**config.mk**
```make
export PLATFORM = sky130hd
export DESIGN_NAME = tip_front
export DESIGN_NICKNAME = d
export VERILOG_FILES = /design/src/hw/rtl/tip_pkg.sv /design/src/hw/rtl/tip_front.sv
export SDC_FILE = /design/constraint.sdc
export NUM_CORES = 2
export LEC_CHECK = 0
export ABC_AREA = 0
export BUFFER_PORTS_ARGS = -buffer_cell sky130_fd_sc_hd__buf_2
export CAP_MARGIN = 0
export CORE_ASPECT_RATIO = 1.4
export CORE_MARGIN = 2
export CORE_UTILIZATION = 54
export DETAILED_ROUTE_END_ITERATION = 7
export PLACE_DENSITY = 0.85
export SYNTH_ARGS = -nofsm -noshare
export SYNTH_HDL_FRONTEND = slang
export SYNTH_SLANG_ARGS = --single-unit
```
**constraint.sdc**
```tcl
create_clock -name i_clk -period 27.3 [get_ports i_clk]
set_input_delay 4.095 -clock i_clk [delete_from_list [all_inputs] [get_ports i_clk]]
set_output_delay 4.095 -clock i_clk [all_outputs]
set_load 0.02 [all_outputs]
```
**src/hw/rtl/tip_pkg.sv**
```systemverilog
// ----------------------------------------------------------------------------
// tip_pkg: shared types and constants for the turn-in-place position hold
// Configuration map, queue item format and fixed-point helpers.
// ----------------------------------------------------------------------------
package tip_pkg;

    localparam int CfgIdxW = 3;
    localparam int CfgDataW = 19;

    localparam logic [CfgIdxW-1:0] CFG_HOLD_ENABLE = 3'd0;
    localparam logic [CfgIdxW-1:0] CFG_HOLD_GAIN   = 3'd1;
    localparam logic [CfgIdxW-1:0] CFG_SPEED_LIMIT = 3'd2;
    localparam logic [CfgIdxW-1:0] CFG_PLANAR_DB   = 3'd3;
    localparam logic [CfgIdxW-1:0] CFG_YAW_DB      = 3'd4;

    localparam logic [1:0] ST_CLEARED    = 2'd0;
    localparam logic [1:0] ST_CAPTURED   = 2'd1;
    localparam logic [1:0] ST_CORRECTING = 2'd2;

    localparam logic signed [19:0] HalfPi = 20'sd102944;
    localparam logic signed [19:0] Pi     = 20'sd205887;
    localparam logic signed [32:0] CordicK = 33'sd652032874;
    localparam logic [4:0] CordicLast = 5'd16;

    typedef struct packed {
        logic        en;
        logic [15:0] gain;
        logic [18:0] lim;
        logic [15:0] pdb;
        logic [15:0] ydb;
    } t_cfg;

    typedef struct packed {
        logic               ok;
        logic signed [31:0] px;
        logic signed [31:0] py;
        logic signed [18:0] yaw;
        logic signed [19:0] bx;
        logic signed [19:0] by;
    } t_item;

    function automatic logic [15:0] atan_lut(input logic [4:0] i);
        logic [15:0] r;
        case (i)
            5'd0:  r = 16'd51472;
            5'd1:  r = 16'd30386;
            5'd2:  r = 16'd16055;
            5'd3:  r = 16'd8150;
            5'd4:  r = 16'd4091;
            5'd5:  r = 16'd2047;
            5'd6:  r = 16'd1024;
            5'd7:  r = 16'd512;
            5'd8:  r = 16'd256;
            5'd9:  r = 16'd128;
            5'd10: r = 16'd64;
            5'd11: r = 16'd32;
            5'd12: r = 16'd16;
            5'd13: r = 16'd8;
            5'd14: r = 16'd4;
            5'd15: r = 16'd2;
            5'd16: r = 16'd1;
            default: r = 16'd0;
        endcase
        return r;
    endfunction

    function automatic logic signed [19:0] sat20(input logic signed [36:0] v);
        logic signed [19:0] r;
        if (v > 37'sd524287) begin
            r = 20'sd524287;
        end else if (v < -37'sd524288) begin
            r = -20'sd524288;
        end else begin
            r = v[19:0];
        end
        return r;
    endfunction

endpackage

```
**src/hw/rtl/tip_front.sv**
```systemverilog
// ----------------------------------------------------------------------------
// tip_front: request intake and classification
// Takes a request, checks flags and deadbands, queues it with a hold flag.
// ----------------------------------------------------------------------------
module tip_front
    import tip_pkg::*;
(
    input  logic               i_clk,
    input  logic               i_rst_n,
    input  t_cfg               i_cfg,
    input  logic               i_in_valid,
    output logic               o_in_stall,
    input  logic               i_walk_mode,
    input  logic               i_bus_ok,
    input  logic               i_measurements_valid,
    input  logic signed [19:0] i_cmd_vx,
    input  logic signed [19:0] i_cmd_vy,
    input  logic signed [19:0] i_cmd_yaw_rate,
    input  logic signed [31:0] i_pos_x,
    input  logic signed [31:0] i_pos_y,
    input  logic signed [18:0] i_yaw,
    input  logic signed [19:0] i_base_x,
    input  logic signed [19:0] i_base_y,
    input  logic               i_q_full,
    output logic               o_q_push,
    output t_item              o_q_data
);

    typedef enum logic [2:0] {
        F_IDLE = 3'b001,
        F_SQR  = 3'b010,
        F_PUSH = 3'b100
    } t_fstate;

    t_fstate            r_state;
    logic               r_flags;
    logic signed [19:0] r_vx;
    logic signed [19:0] r_vy;
    logic signed [19:0] r_yr;
    logic signed [31:0] r_px;
    logic signed [31:0] r_py;
    logic signed [18:0] r_yaw;
    logic signed [19:0] r_bx;
    logic signed [19:0] r_by;
    logic [39:0]        r_sqx;
    logic [39:0]        r_sqy;
    logic [31:0]        r_pd2;
    logic [19:0]        yr_mag;
    logic [40:0]        p2;
    logic               ok;

    assign o_in_stall = (r_state != F_IDLE);
    assign yr_mag     = r_yr[19] ? 20'(-r_yr) : 20'(r_yr);
    assign p2         = {1'b0, r_sqx} + {1'b0, r_sqy};
    assign ok         = r_flags && (p2 <= {9'd0, r_pd2}) && (yr_mag > {4'd0, i_cfg.ydb});
    assign o_q_push   = (r_state == F_PUSH) && !i_q_full;

    always_comb begin
        o_q_data     = '0;
        o_q_data.ok  = ok;
        o_q_data.px  = r_px;
        o_q_data.py  = r_py;
        o_q_data.yaw = r_yaw;
        o_q_data.bx  = r_bx;
        o_q_data.by  = r_by;
    end

    always_ff @(posedge i_clk) begin
        if (r_state == F_IDLE) begin
            r_flags <= i_cfg.en & i_walk_mode & i_bus_ok & i_measurements_valid;
            r_vx    <= i_cmd_vx;
            r_vy    <= i_cmd_vy;
            r_yr    <= i_cmd_yaw_rate;
            r_px    <= i_pos_x;
            r_py    <= i_pos_y;
            r_yaw   <= i_yaw;
            r_bx    <= i_base_x;
            r_by    <= i_base_y;
        end
        if (r_state == F_SQR) begin
            r_sqx <= 40'(r_vx * r_vx);
            r_sqy <= 40'(r_vy * r_vy);
            r_pd2 <= i_cfg.pdb * i_cfg.pdb;
        end
    end

    always_ff @(posedge i_clk) begin
        if (!i_rst_n) begin
            r_state <= F_IDLE;
        end else begin
            unique case (r_state)
                F_IDLE: begin
                    if (i_in_valid) begin
                        r_state <= F_SQR;
                    end
                end
                F_SQR: begin
                    r_state <= F_PUSH;
                end
                F_PUSH: begin
                    if (!i_q_full) begin
                        r_state <= F_IDLE;
                    end
                end
                default: r_state <= F_IDLE;
            endcase
        end
    end

endmodule

```
== Word level (Yosys, flattened, before mapping) ==
Index checks and enable logic that the tools add are counted.
Word-level totals
  output and inout port bits: 126
  input port bits: 258
  word-level logic and storage cells: 38
  register bits after elaboration: 299
Cells by class
  multipliers: 3
  reduce and logical (&&, ||, !) cells: 5
  bitwise operators: 3
  eq/ne operators: 6
  $add $sub $neg: 2
  magnitude comparators: 2
  multiplexer cells: 4
Operators with widths (number)
  20-bit by 20-bit multiplier with 40-bit output: 2
  40-bit by 40-bit adder with 41-bit output: 1
  41-bit by 32-bit less-or-equal comparator with 1-bit output: 1
  16-bit by 16-bit multiplier with 32-bit output: 1
  20-bit by 16-bit > comparator with 1-bit output: 1
  20-bit 2-to-1 mux: 1
  20-bit negator: 1
  3-bit case mux with 3 select lines: 1
  3-bit 2-to-1 mux: 2
  2-bit != test, second input constant: 2
  1-bit AND: 3
  3-bit by 1-bit == test with 1-bit output, second input constant: 1
  3-bit by 2-bit == test with 1-bit output, second input constant: 1
  3-bit == test, second input constant: 1
  1-bit logical AND: 3
  3-bit by 1-bit != test with 1-bit output, second input constant: 1
  2-bit AND reduction: 1
  1-bit logical NOT: 1

== Depth between registers and ports, before layout ==
  word-level depth: 4
  depth in mapped cells: 28
  gate-level depth less buffers: 27

== Worst setup path after synthesis ==
No wires, ideal clock.
  path kind: reg2out
  start: reg r_state[0]
  end: out o_in_stall
  arrival: 16.019 ns
  path buffers: 0
  setup slack: 7.186 ns
  stages on the path, launching flop included: 3
  data required time: 23.205 ns
  path through: dfxtp_1 > nor3b_1 > inv_1
On the way
  longest elaborated chain between the ends: 1
RTL lines
  start: declaration: line tip_front.sv:35  | t_fstate r_state;
  start signal: assignment: line tip_front.sv:89  | r_state <= F_IDLE;
  start signal: assignment: line tip_front.sv:94  | r_state <= F_SQR;
  start signal: assignment: line tip_front.sv:98  | r_state <= F_PUSH;
  3-bit by 1-bit != test with 1-bit output: line tip_front.sv:52  | assign o_in_stall = (r_state != F_IDLE);
  end: declaration: line tip_front.sv:12  | output logic o_in_stall,
No other way between the ends.

==> impl_results.md <==
* Initial DRC count at 1,727
* Clock latency on the worst-skew pair at 0.61 ns
* Routability Congestion at 0.923
* Mapped Cells at 4,475
* Hold_buf cts at 0
* Crit-path max cell delay at 0.45 ns
* WP buf/inv at 4
* Prevailing post-synth register cell: edfxtp_1
* CP startpoint kind: input port
* Crit path cell chain: buf_2 -> inv_1 -> ha_1 -> a21oi_1 -> nor2_1 -> a211oi_1 -> o211ai_1 -> o31ai_1 -> o21ai_0 -> buf_4 -> nand4_1 -> a41oi_1 -> nand3_1 -> nor3_2 -> buf_2
* WS Path Type: in2out
* Crit-path slowest cell: o31ai_1
* Overflow after GRT at 0
* Area of the multi-input gates at 32,700 um2
* Final Max Slew Viols at 0
* Area delta synth->final at 8.71%
* Critical Path RT at 23.20 ns
* Die Y at 351 um
* Max-capacitance violation count at 0
* Core Box Area at 85,500 um2
* #FFs+latches synth at 296
* Seq/Total Area, Yosys at 0.191
* Worst-path maximum fanout at 2
* Cell area after synthesis at 46,500 um2
* Syn. warnings at 0
* Endpoints failing setup at 0
* Post-DP HPWL at 85,800 um
* Clk buf depth at 3
* Worst reg2reg endpoint: r_sqx[38]
* Post-synth top area share at 0.399
* Register area at 8860 um2
* Min-Delay Path Depth at 1
* Area leader, netlist: fa_1
* Initial antenna violation count at 2
* Largest net degree at the start of global routing at 79
* First-pass GRT wire length at 174,000 um
* H-tree depth at 2
* Min cycle time layout at 10.63 ns
* Max Fclk at 0.0940 GHz
* Final nets at 6,381
* Die Wd at 252 um
* HP Start: r_state[0]
* Number of synthesized flops with an enable pin at 293
* Worst-Margin Slew at 1.13 ns
* Site row count at 127
* Period utilization at 0.390
* RSZ-0062 raised after global routing: no
* Worst path arrival time at 6.54 ns
* Die ar. at 88,500 um2
* Post-synthesis net count at 6,074
* Hold Path End: r_state[2]
* Clk slew on worst S/H paths at 0.06 ns
* Drt pass-1 iters at 8
* Fraction of registers with async set/reset at 0
* CTS tree: yes
* Global-route usage over all layers at 0.250
* Fillers at 6,763
* Worst R2R Setup Slack at 19.05 ns
* # port buffers at 348
* Rel. slew slack at 0.249
* Post-CTS Setup Bufs at 0
* I/O Pins at 384
* Final-report hold violation count at 0
* FF-to-FF path depth at 24
* CP Capture Type: output port
* Yosys cell types at 74
* Vias/cell at 5.40
* Wire per inst at 17.9 um
* CTS resizes at 0
* Class of the worst hold path: reg2reg
* Share of layout cells above drive strength 1 at 0.0959
* RR Startpoint: r_vx[6]
* Mean Syn Cell Area at 10.4 um2
* DRC at 0
* Setup TNS at 0 ns
* Root Driver: clkbuf_16
* Via Count at 31,900
* Final ANT Viol Nets at 0
* Top post-synthesis cells by area: fa_1 (40%), edfxtp_1 (19%), ha_1 (11%), inv_1 (9.8%), nand2_1 (2.9%)
* CTS Buf Count at 34
* Clk_skew at 0.0386 ns
* Status: complete, no violations
* Total Routed Length at 106,000 um
* Clock sink total at 296
* Via count of the first global-routing pass at 36,500
* Initial Util at 0.544
* CP most frequent cell: buf_2
* Gate family responsible for the most delay along the worst path: compound AO/OA/AOI/OAI gates
[cells by family (layout without fill, tap and decap cells)]
kind of cell	count (synthesis)	count (layout)	share of synthesized area
buf+inv	1310	1643	0.106
xor+xnor	188	188	0.0354
compound gates	433	433	0.0608
simple gates	896	896	0.0943
fa+ha+maj	1341	1341	0.511
flops	296	296	0.191
mux	11	11	0.00248
other cells	0	1	0
[synthesized netlist by cell type, types with 4 or more instances]
cell type  instances
and2_1           198
a211oi_1          14
a21oi_1          138
nand4_1           19
nor2_1           118
fa_1             927
a31oi_1           14
mux2_2             4
nand2b_1          16
and3_1            21
o41ai_1            4
o21a_1            26
ha_1             414
nor3_1            30
o211ai_1          11
or3_1              7
a21o_1            67
o21ai_1           12
xor2_1            55
and4_1             4
o21bai_1          23
nand3_1           34
mux2i_1            7
nor3b_1            6
o22ai_1            4
clkbuf_1          97
edfxtp_1         293
xnor2_1          133
nor4_1             9
nor2b_1           49
inv_1           1211
or2_2             14
o21ai_0           59
o31ai_1            9
a21boi_1           6
a211o_1            5
a31o_2             6
nand2_1          358
[how the worst max path moves through the flow]
stage / startpoint / to / slack [ns] / cells after the start
after floorplan: r_state[0] / o_in_stall / 7.19 / 2
after global placement: i_cfg[20] / r_pd2[30] / 16.26 / 23
after detailed placement: i_cfg[25] / r_pd2[30] / 16.20 / 25
after CTS: i_cfg[13] / o_q_data[123] / 16.71 / 15
after global routing: i_cfg[23] / r_pd2[30] / 16.48 / 24
final: i_cfg[13] / o_q_data[123] / 16.67 / 15
[area by class of cell]
cell class	instances	share of cell area
repair buffers	370	0.0377
clock inverters	22	0.00493
clock buffers	40	0.0175
diodes	1	0.0000495
flip-flops and latches	296	0.175
inverters	1211	0.0899
multi-input cells	2869	0.647
well taps	1096	0.0271
[state kept, by name, indices dropped and copies added, names as in the netlist]
signal	flops
r_bx	20
r_by	20
r_flags	1
r_pd2	31
r_px	32
r_py	32
r_sqx	39
r_sqy	39
r_state	3
r_vx	20
r_vy	20
r_yaw	19
r_yr	20
[cell usage in the layout (no fill, tap or decap), types with 22 or more instances in the layout]
cell type / synthesis / layout
clkbuf_16: 0 / 34
xnor2_1: 133 / 133
xor2_1: 55 / 55
o21a_1: 26 / 26
and2_1: 198 / 198
nand3_1: 34 / 34
nor3_1: 30 / 30
inv_1: 1211 / 1211
buf_4: 1 / 22
ha_1: 414 / 414
a21o_1: 67 / 67
a21oi_1: 138 / 138
nor2b_1: 49 / 49
nor2_1: 118 / 118
fa_1: 927 / 927
nand2_1: 358 / 358
edfxtp_1: 293 / 293
buf_2: 0 / 348
o21bai_1: 23 / 23
o21ai_0: 59 / 59
[routing by layer]
metal	vias to the layer above	global-route usage	wire, um
met2	1132	0.470	57200
met5	-	0	29
met1	16000	0.263	35900
li1	14300	-	-
met3	440	0.0370	5510
met4	4	0.148	6860
[per-stage QoR]
step	util	instance area, um2	cells	setup slack (ns)	hold slack [ns]
2_1_floorplan	-	46500	4475	7.19	0.452
3_3_place_gp	0.578	49400	5842	16.26	0.492
3_5_place_dp	0.578	49400	5842	16.20	0.517
4_1_cts	0.591	50500	5904	16.71	0.530
5_1_grt	0.591	50500	5904	16.48	0.548
6_report	0.591	50500	5905	16.67	0.531
Power is left out: the tool's default activity adds up to more than one toggle a clock period on the data nets, which glitch-free logic cannot reach.
