[config.mk]
export PLATFORM = sky130hd
export DESIGN_NAME = tip_queue
export DESIGN_NICKNAME = d
export VERILOG_FILES = /design/src/hw/rtl/tip_pkg.sv /design/src/hw/rtl/tip_queue.sv
export SDC_FILE = /design/constraint.sdc
export NUM_CORES = 1
export LEC_CHECK = 0
export ABC_AREA = 0
export BUFFER_PORTS_ARGS = -buffer_cell sky130_fd_sc_hd__buf_2
export CAP_MARGIN = 20
export CORE_MARGIN = 2
export CORE_UTILIZATION = 54
export CTS_BUF_LIST = sky130_fd_sc_hd__clkbuf_8
export DETAILED_ROUTE_END_ITERATION = 10
export GPL_ROUTABILITY_DRIVEN = 0
export PLACE_DENSITY = 0.82
export SKIP_CTS_REPAIR_TIMING = 1
export SYNTH_ARGS = -nofsm -noshare
export SYNTH_HDL_FRONTEND = slang
export SYNTH_SLANG_ARGS = --single-unit
[constraint.sdc]
create_clock -name i_clk -period 8.3 [get_ports i_clk]
set_input_delay 1.245 -clock i_clk [delete_from_list [all_inputs] [get_ports i_clk]]
set_output_delay 1.245 -clock i_clk [all_outputs]
set_load 0.01 [all_outputs]
[src/hw/rtl/tip_pkg.sv]
// ----------------------------------------------------------------------------
// tip_pkg: shared types and constants for the turn-in-place position hold
// Configuration map, queue item format and fixed-point helpers.
// ----------------------------------------------------------------------------
package tip_pkg;

    localparam int CfgIdxW = 3;
    localparam int CfgDataW = 19;

    localparam logic [CfgIdxW-1:0] CFG_HOLD_ENABLE = 3'd0;
    localparam logic [CfgIdxW-1:0] CFG_HOLD_GAIN   = 3'd1;
    localparam logic [CfgIdxW-1:0] CFG_SPEED_LIMIT = 3'd2;
    localparam logic [CfgIdxW-1:0] CFG_PLANAR_DB   = 3'd3;
    localparam logic [CfgIdxW-1:0] CFG_YAW_DB      = 3'd4;

    localparam logic [1:0] ST_CLEARED    = 2'd0;
    localparam logic [1:0] ST_CAPTURED   = 2'd1;
    localparam logic [1:0] ST_CORRECTING = 2'd2;

    localparam logic signed [19:0] HalfPi = 20'sd102944;
    localparam logic signed [19:0] Pi     = 20'sd205887;
    localparam logic signed [32:0] CordicK = 33'sd652032874;
    localparam logic [4:0] CordicLast = 5'd16;

    typedef struct packed {
        logic        en;
        logic [15:0] gain;
        logic [18:0] lim;
        logic [15:0] pdb;
        logic [15:0] ydb;
    } t_cfg;

    typedef struct packed {
        logic               ok;
        logic signed [31:0] px;
        logic signed [31:0] py;
        logic signed [18:0] yaw;
        logic signed [19:0] bx;
        logic signed [19:0] by;
    } t_item;

    function automatic logic [15:0] atan_lut(input logic [4:0] i);
        logic [15:0] r;
        case (i)
            5'd0:  r = 16'd51472;
            5'd1:  r = 16'd30386;
            5'd2:  r = 16'd16055;
            5'd3:  r = 16'd8150;
            5'd4:  r = 16'd4091;
            5'd5:  r = 16'd2047;
            5'd6:  r = 16'd1024;
            5'd7:  r = 16'd512;
            5'd8:  r = 16'd256;
            5'd9:  r = 16'd128;
            5'd10: r = 16'd64;
            5'd11: r = 16'd32;
            5'd12: r = 16'd16;
            5'd13: r = 16'd8;
            5'd14: r = 16'd4;
            5'd15: r = 16'd2;
            5'd16: r = 16'd1;
            default: r = 16'd0;
        endcase
        return r;
    endfunction

    function automatic logic signed [19:0] sat20(input logic signed [36:0] v);
        logic signed [19:0] r;
        if (v > 37'sd524287) begin
            r = 20'sd524287;
        end else if (v < -37'sd524288) begin
            r = -20'sd524288;
        end else begin
            r = v[19:0];
        end
        return r;
    endfunction

endpackage

[src/hw/rtl/tip_queue.sv]
// ----------------------------------------------------------------------------
// tip_queue: two-entry request queue
// Decouples the classifying front from the arithmetic back.
// ----------------------------------------------------------------------------
module tip_queue
    import tip_pkg::*;
(
    input  logic  i_clk,
    input  logic  i_rst_n,
    input  logic  i_push,
    input  t_item i_data,
    output logic  o_full,
    input  logic  i_pop,
    output logic  o_empty,
    output t_item o_data
);

    t_item      r_mem [2];
    logic       r_wp;
    logic       r_rp;
    logic [1:0] r_cnt;

    assign o_full  = (r_cnt == 2'd2);
    assign o_empty = (r_cnt == 2'd0);
    assign o_data  = r_mem[r_rp];

    always_ff @(posedge i_clk) begin
        if (i_push) begin
            r_mem[r_wp] <= i_data;
        end
    end

    always_ff @(posedge i_clk) begin
        if (!i_rst_n) begin
            r_wp  <= 1'b0;
            r_rp  <= 1'b0;
            r_cnt <= 2'd0;
        end else begin
            if (i_push) begin
                r_wp <= ~r_wp;
            end
            if (i_pop) begin
                r_rp <= ~r_rp;
            end
            case ({i_push, i_pop})
                2'b10:   r_cnt <= r_cnt + 2'd1;
                2'b01:   r_cnt <= r_cnt - 2'd1;
                default: r_cnt <= r_cnt;
            endcase
        end
    end

endmodule

# After elaboration in Yosys (flattened, before gate mapping)
# Memories as Yosys holds them, arrays and structs flattened. A register that Yosys moved wholly into a read port is not among the register bits.
# Cells that the tools add are included.
# Widths: inputs -> output; s select.
# classes
addsub	2
eq_ne	3
n_mux	5
bitwise_logic	2
reduce_logical	2
# ops
op	n
$eq 2x2->1 const B	2
$mux 1	4
$pmux 2 s2	1
$add 2x1->2 const B	1
$eq 2x1->1 const B	1
$logic_not 2->1	1
$not 1->1	2
$reduce_bool 2->1	1
$sub 2x1->2 const B	1
# totals
register_bits	4
ramBits	248
input_bits	128
out_inout_bits	126
elab_cells	18
n_memories	1
# memory_table
memory	words	word_bits	read_ports	rd_clocked_by_memory_dff	wr	line	rtl
r_mem	2	124	1	1	1	tip_queue.sv:18	t_item r_mem [2];

# Depth between registers and ports, before layout
# Gate-level depths: netlist of the first run.
# logic_depth
word_depth	3
ltp_mapped	5
ltp_nobuf	5

# Worst setup path after synthesis of the first run
# No wires, ideal clock.
# synth_path
path_kind	input to register
start	input i_push
end	memory r_mem[0][0] (netlist name), enable pin
setup_ns	0.613
arrival_time_ns	6.527
required_ns	7.687
setup_slack_ns	1.159
cell_stages	2
n_path_buf	0
cell_sequence	inv_1 > nor2_1
# synth_via
elab_chain_len	2
# synth_lines
item	line	rtl
start: declaration	tip_queue.sv:10	input logic i_push,
$mux 1	tip_queue.sv:28	if (i_push) begin
$mux 1 (not written as such)	tip_queue.sv:29	r_mem[r_wp] <= i_data;
end: declaration	tip_queue.sv:18	
# Every way passes these cells.

==> results.ini, run 1 <==
[synth]
syn_nets = 537
synth_seq_area_share_pct = 80.30
yosys.area_share.simple_pct = 0.5724
synth_cell_types = 18
syn_inst = 408
syn-cell-area_mm2 = 0.009399
yosys_register_bits = 253
synth-xor-area-share_pct = 0.2796
syn-mean-instance-area_um2 = 23.04
synth_warnings = 0
synth_top_family_by_area = multiplexers
synthAdderAreaFrac_pct = 0.1331
synth_compound_area_share_pct = 0.2130
muxShareOfSynthArea_pct = 17.25

[setup_path]
cp_data_required_time_ps = 7050
reg2reg_depth = 3
r2r_slack_ps = 6020
startpoint_type = flip-flop
critical_path_class = flip-flop to output pin
cp_cell_sequence = buf_4 -> buf_4 -> mux2_2 -> buf_2
worstPathMaxFanout = 44
crit_slowest_cell = dfxtp_4
worstPathArrival_ps = 3180
end_kind = output pin
critical-path-max-stage-delay_ps = 690
critical_path.top_delay_family = buffers and inverters
critical_path_buf_inv_count = 3
r2r-start = r_wp$_SDFFE_PN0P_
r2r-end = r_mem[0][106]$_DFFE_PP_
cp_common_cell = buf_4

[run]
max_cap_violations = 0

[final_layout]
final_util_pct = 67.91
finalNonFillerCells = 945
areaGrowthSynthToFinish_pct = 24.11
final_nets = 824
drive_gt1_share_pct = 61.25
diodes = 0
final_cell_area_mm2 = 0.01166

[detailed_routing]
routed_wl_mm = 17.13
drtIter0Drc = 215
avgViaCountPerCell = 5.042
detail-route-antenna-nets = 0
wire_per_inst_um = 18.13
num_vias = 4765
route.detailed.drc = 0
firstDrtPassIters = 8

[timing]
hold_violations = 0
drv_slew = 0
finalCritPeriodShare_pct = 53.27
final.min_clock_period_ps = 4421
max-slew-margin-rel_pct = 37.73
grt_setup_unrepaired = no
worst_slew_pin_slew_ps = 934.1
setup_viol = 0
holdWs_ps = 516.1
setup_tns_ps = 0
fmaxAchievable_mhz = 226.2
clock_skew_ps = 15.63

[global_route]
antenna_found_initial = 0
grt_pass1_wl_mm = 24.96
grt_use_total_pct = 17.77
grt_max_degree = 88
grt-ovfl-total = 0
grt_pass1_vias = 5012

[hold_path]
hp-start = r_cnt[1]$_SDFFE_PN0P_
holdPathEnd = r_cnt[1]$_SDFFE_PN0P_
hold_path.class = flip-flop to flip-flop
hold_depth = 2

[floorplanning]
die_x_um = 135.9
rows = 48
fp.dieArea_mm2 = 0.01848
die_h_um = 135.9
coreArea_mm2 = 0.01718
start_util_pct = 54.72
io_pins = 254

[placed_design]
dpl.cell_count = 877
hpwlAfterDp_mm = 11.48
postPlaceCellArea_mm2 = 0.01088
port_buffers = 253

[clocking]
cts_buffer_depth = 3
cts_made_buffers = 40
path_clk_slew_ps = 50
htreeDepth = 2
cts_tree = yes
clock_sinks = 253
clk_latency_ps = 520
root_buffer = clkbuf_8

[power]
powerDensity_mw_per_mm2 = 238.9
power.leakage_uw = 0.004560
ir_drop_uv = 167.3

[outcome]
outcome = finished clean

==> metrics by stage <==
step           power, µW  setup slack [ps]
2_1_floorplan       1712              1159
3_3_place_gp        1814              4425
3_5_place_dp        1828              4368
4_1_cts             2822              3794
5_1_grt             2898              3688
6_report            2787              3879
==> area by class of cell <==
type	count	area [µm²]
Clock inverter	26	188.9
Clock buffer	41	564.3
Multi-Input combinational cell	140	1744
Fill cell	1165	5512
Sequential cell	253	7551
Timing Repair Buffer	259	1331
Inverter	1	3.754
Tap cell	225	281.5
==> registers in the layout, indices dropped and copies added (netlist names), named ones only <==
| register | count |
|---|---|
| r_mem | 248 |
| r_rp | 1 |
| r_cnt | 2 |
| r_wp | 1 |
==> cells in the mapped netlist <==
master | n | area (µm²)
dfxtp_1 | 5 | 100.1
or3_1 | 1 | 6.260
nor2b_1 | 1 | 6.260
ha_1 | 1 | 12.51
and2_1 | 4 | 25.02
and2b_2 | 1 | 8.760
inv_1 | 1 | 3.750
buf_6 | 7 | 78.83
a21boi_1 | 1 | 7.510
mux2_2 | 64 | 720.7
edfxtp_1 | 248 | 7447
mux2_4 | 60 | 900.9
o21a_1 | 1 | 7.510
xnor2_1 | 2 | 17.52
o21ai_0 | 1 | 5.000
buf_2 | 7 | 35.03
xor2_1 | 1 | 8.760
nor2_1 | 2 | 7.510
==> kinds of logic (layout without fill, tap and decap cells) <==
| group | count (synthesis) | count (layout) |
|---|---|---|
| buf+inv | 15 | 327 |
| fa+ha+maj | 1 | 1 |
| compound gates | 3 | 3 |
| xor+xnor | 3 | 3 |
| simple gates | 9 | 9 |
| flops | 253 | 253 |
| mux | 124 | 124 |
==> worst max-delay path by stage <==
stage                                       end  slack, ps  depth (start not counted)
after CTS                           o_data[118]       3790                          4
after global routing                o_data[118]       3690                          4
after floorplan           r_mem[0][0]$_DFFE_PP_       1160                          2
final                               o_data[118]       3880                          4
after global placement              o_data[121]       4420                          4
after detailed placement            o_data[121]       4370                          4
==> power by group <==
part           internal, µW  switching, µW  leakage [µW]
clock                   552            436      0.000415
combinational           151            146       0.00178
sequential             1480           24.5       0.00237
total                  2180            606       0.00456
==> per-layer routing <==
| metal | GRT usage (%) | wire length (µm) |
|---|---|---|
| met1 | 19.81 | 6302 |
| met2 | 31.51 | 8835 |
| met3 | 6.227 | 1568 |
| met4 | 6.539 | 423 |
| met5 | 0 | 0 |
==> tightest hold or removal path, stage by stage (launching register included) <==
cell      delay [ps]
dfxtp_1          320
o21ai_0           70
a21boi_1          70
==> placed cells by master (no fill, tap or decap), types with 2 or more instances in the layout <==
master	instances
clkinv_2	10
mux2_2	64
inv_1	6
and2_1	3
mux2_4	60
buf_4	5
buf_2	253
clkbuf_8	41
xnor2_1	2
clkinv_1	8
dfxtp_1	4
edfxtp_1	248
bufinv_16	3
(Power assumes the default switching activity.)
==> run 2, diff against run 1 <==
Settings changed: ABC_AREA 0 to 1, CORE_UTILIZATION 54 to 49, PLACE_DENSITY 0.82 to 0.78.
Clock period 8.3 ns to 3.9 ns, I/O delays scaled along.
==> run 2 against run 1 <==
  * Sequential power grew 110%
  * Clock-buffer cell count increased by 2
  * Clock power increased by 94%
  * Critical path type unchanged
  * Highest routed layer unchanged
  * Non-clock buffer count stayed put
  * Global-route usage fell by 1.3 points
  * Cell count up 2.2%
  * Wire length up 0.64%
==> results.ini, run 2 <==
[timing]
setup_viol = 0
worst_slack_ps = 1026
hold_violations = 0
worst_slew_pin_slew_ps = 968.1
setup_tns_ps = 0
max-slew-margin-rel_pct = 35.46
clock_skew_ps = 19.92
finalCritPeriodShare_pct = 73.68
fmaxAchievable_mhz = 348.0
drv_slew = 0
grt_setup_unrepaired = no
final.min_clock_period_ps = 2874

[setup_path]
end_kind = output pin
cp.depth = 3
startpoint_type = flip-flop
crit_slowest_cell = dfxtp_4
r2r-end = r_mem[1][65]$_DFFE_PP_
critical_path_class = flip-flop to output pin
critical_path_buf_inv_count = 2
r2r_slack_ps = 2000
worstPathMaxFanout = 71
cp_data_required_time_ps = 3310
reg2reg_depth = 3
setup.worst_path.end = o_data[4]
r2r-start = r_wp$_SDFFE_PN0P_
worstPathArrival_ps = 2290
critical_path.top_delay_family = flip-flops
critical-path-max-stage-delay_ps = 690
cp_cell_sequence = buf_12 -> mux2_2 -> buf_2

[synth]
synth_cell_types = 13
yosysMostFrequentCell = edfxtp_1
muxShareOfSynthArea_pct = 17.22
synth.top_cell.area_share_pct = 79.10
synth_seq_area_share_pct = 80.16
yosys.area_share.simple_pct = 0.8638
synth_top_flop_cell = edfxtp_1
synthAdderAreaFrac_pct = 0.1329
synth-xor-area-share_pct = 0
syn-cell-area_mm2 = 0.009415
synth_top_family_by_area = multiplexers
async_flop_share_pct = 0
syn_inst = 421
synth_compound_area_share_pct = 0.1063
netlist_top_cells_count = 248 x edfxtp_1, 64 x mux2_2, 60 x mux2_4
synth_warnings = 0
synth_edf_count = 248
syn-mean-instance-area_um2 = 22.36
yosys_register_bits = 253
syn_nets = 550
synth_area_leaders = edfxtp_1 79%, mux2_4 9.6%, mux2_2 7.7%, dfxtp_1 1.1%, buf_6 0.96%
synth.largest_area_cell = edfxtp_1

[detailed_routing]
firstDrtPassIters = 4
detail-route-antenna-nets = 0
num_vias = 4823
route.detailed.drc = 0
routed_wl_mm = 17.24
avgViaCountPerCell = 4.993
drtIter0Drc = 222
wire_per_inst_um = 17.85

[final_layout]
final_common_cell = buf_2
drive_gt1_share_pct = 59.02
final_nets = 837
largest_reg_flops = 248
registers.top_by_ff_count = r_mem
diodes = 0
multi_input_area_mm2 = 0.001733
regArea_mm2 = 0.007551
reg.largest.list = r_mem x248, r_cnt x2
fillCellCount = 1336
areaGrowthSynthToFinish_pct = 23.44
most-common-layout-cells = 253 x buf_2, 248 x edfxtp_1, 64 x mux2_2

[power]
comb_power_share_pct = 10.0
powerDensity_mw_per_mm2 = 489.8
p_switching_uw = 1255
power.leakage_uw = 0.004563
ir_drop_uv = 397.3
pwr-share-clk_pct = 33.8
p_int_uw = 4438
swShare_pct = 22.04
seq_power_share_pct = 56.2

[clocking]
cts_buffer_depth = 3
path_clk_slew_ps = 60
htreeDepth = 2
root_buffer = clkbuf_8
cts_tree = yes
clk_latency_ps = 520
cts_made_buffers = 40
clock_sinks = 253

[global_route]
grt_use_total_pct = 16.46
grt_pass1_vias = 5177
grt_max_degree = 73
grt_pass1_wl_mm = 25.68
grt-ovfl-total = 0
antenna_found_initial = 0

[floorplanning]
start_util_pct = 50.17
coreArea_mm2 = 0.01877
die_h_um = 142.6
fp.dieArea_mm2 = 0.02034
rows = 50
io_pins = 254
die_x_um = 142.6

[hold_path]
hp-start = i_data[109]
hold_path.class = input port to flip-flop

[placed_design]
hpwlAfterDp_mm = 11.52
port_buffers = 253
place_ws_ps = 1541

[run]
max_cap_violations = 0

[outcome]
outcome = finished clean

[run 2: metal layers]
layer / share of wire (%) / routed length (µm) / GRT usage (%) / vias up
li1: - / - / - / 2227
met1: 39 / 6702 / 18.87 / 2338
met2: 50 / 8544 / 28.29 / 216
met3: 8.9 / 1529 / 5.600 / 42
met4: 2.7 / 462 / 6.983 / 0
met5: 0 / 0 / 0 / -
[run 2: worst min-delay path by stage]
stage | to | slack (ps) | depth (start not counted)
after floorplan | flip-flop | 460 | 2
after global placement | flip-flop | 480 | 2
after detailed placement | flip-flop | 500 | 2
after CTS | r_mem[0][109]$_DFFE_PP_ | 220 | 1
after global routing | r_mem[0][109]$_DFFE_PP_ | 220 | 1
final | r_mem[0][109]$_DFFE_PP_ | 250 | 1
[run 2: cell families after synthesis]
group,after synthesis
simple gates,21
buf+inv,20
flops,253
compound gates,2
fa+ha+maj,1
mux,124
[run 2: power by group through the flow]
stage | clock [µW] | sequential (µW) | combinational [µW]
after CTS | 2000 | 3200 | 578
final | 1920 | 3200 | 569
after detailed placement | 0 | 3260 | 576
after global placement | 0 | 3250 | 560
after floorplan | 0 | 3240 | 346
after global routing | 2110 | 3210 | 612
[run 2: final cells by class]
cell class	count	share of cell area, %
Sequential cell	253	64.97
Multi-Input combinational cell	148	14.91
Timing Repair Buffer	259	11.50
Clock buffer	43	5.092
Tap cell	234	2.519
Clock inverter	23	0.7966
Inverter	6	0.2153
[run 2: metrics by stage]
stage | cell area (µm²) | cells | total power, µW | utilization (%) | hold slack (ps)
3_3_place_gp | 10940 | 900 | 3805 | 58.28 | 475.4
5_1_grt | 11620 | 966 | 5936 | 61.93 | 219.6
4_1_cts | 11620 | 966 | 5774 | 61.93 | 219.1
3_5_place_dp | 10940 | 900 | 3832 | 58.28 | 495.4
2_1_floorplan | 9423 | 421 | 3585 | - | 463.5
6_report | 11620 | 966 | 5692 | 61.93 | 251.2
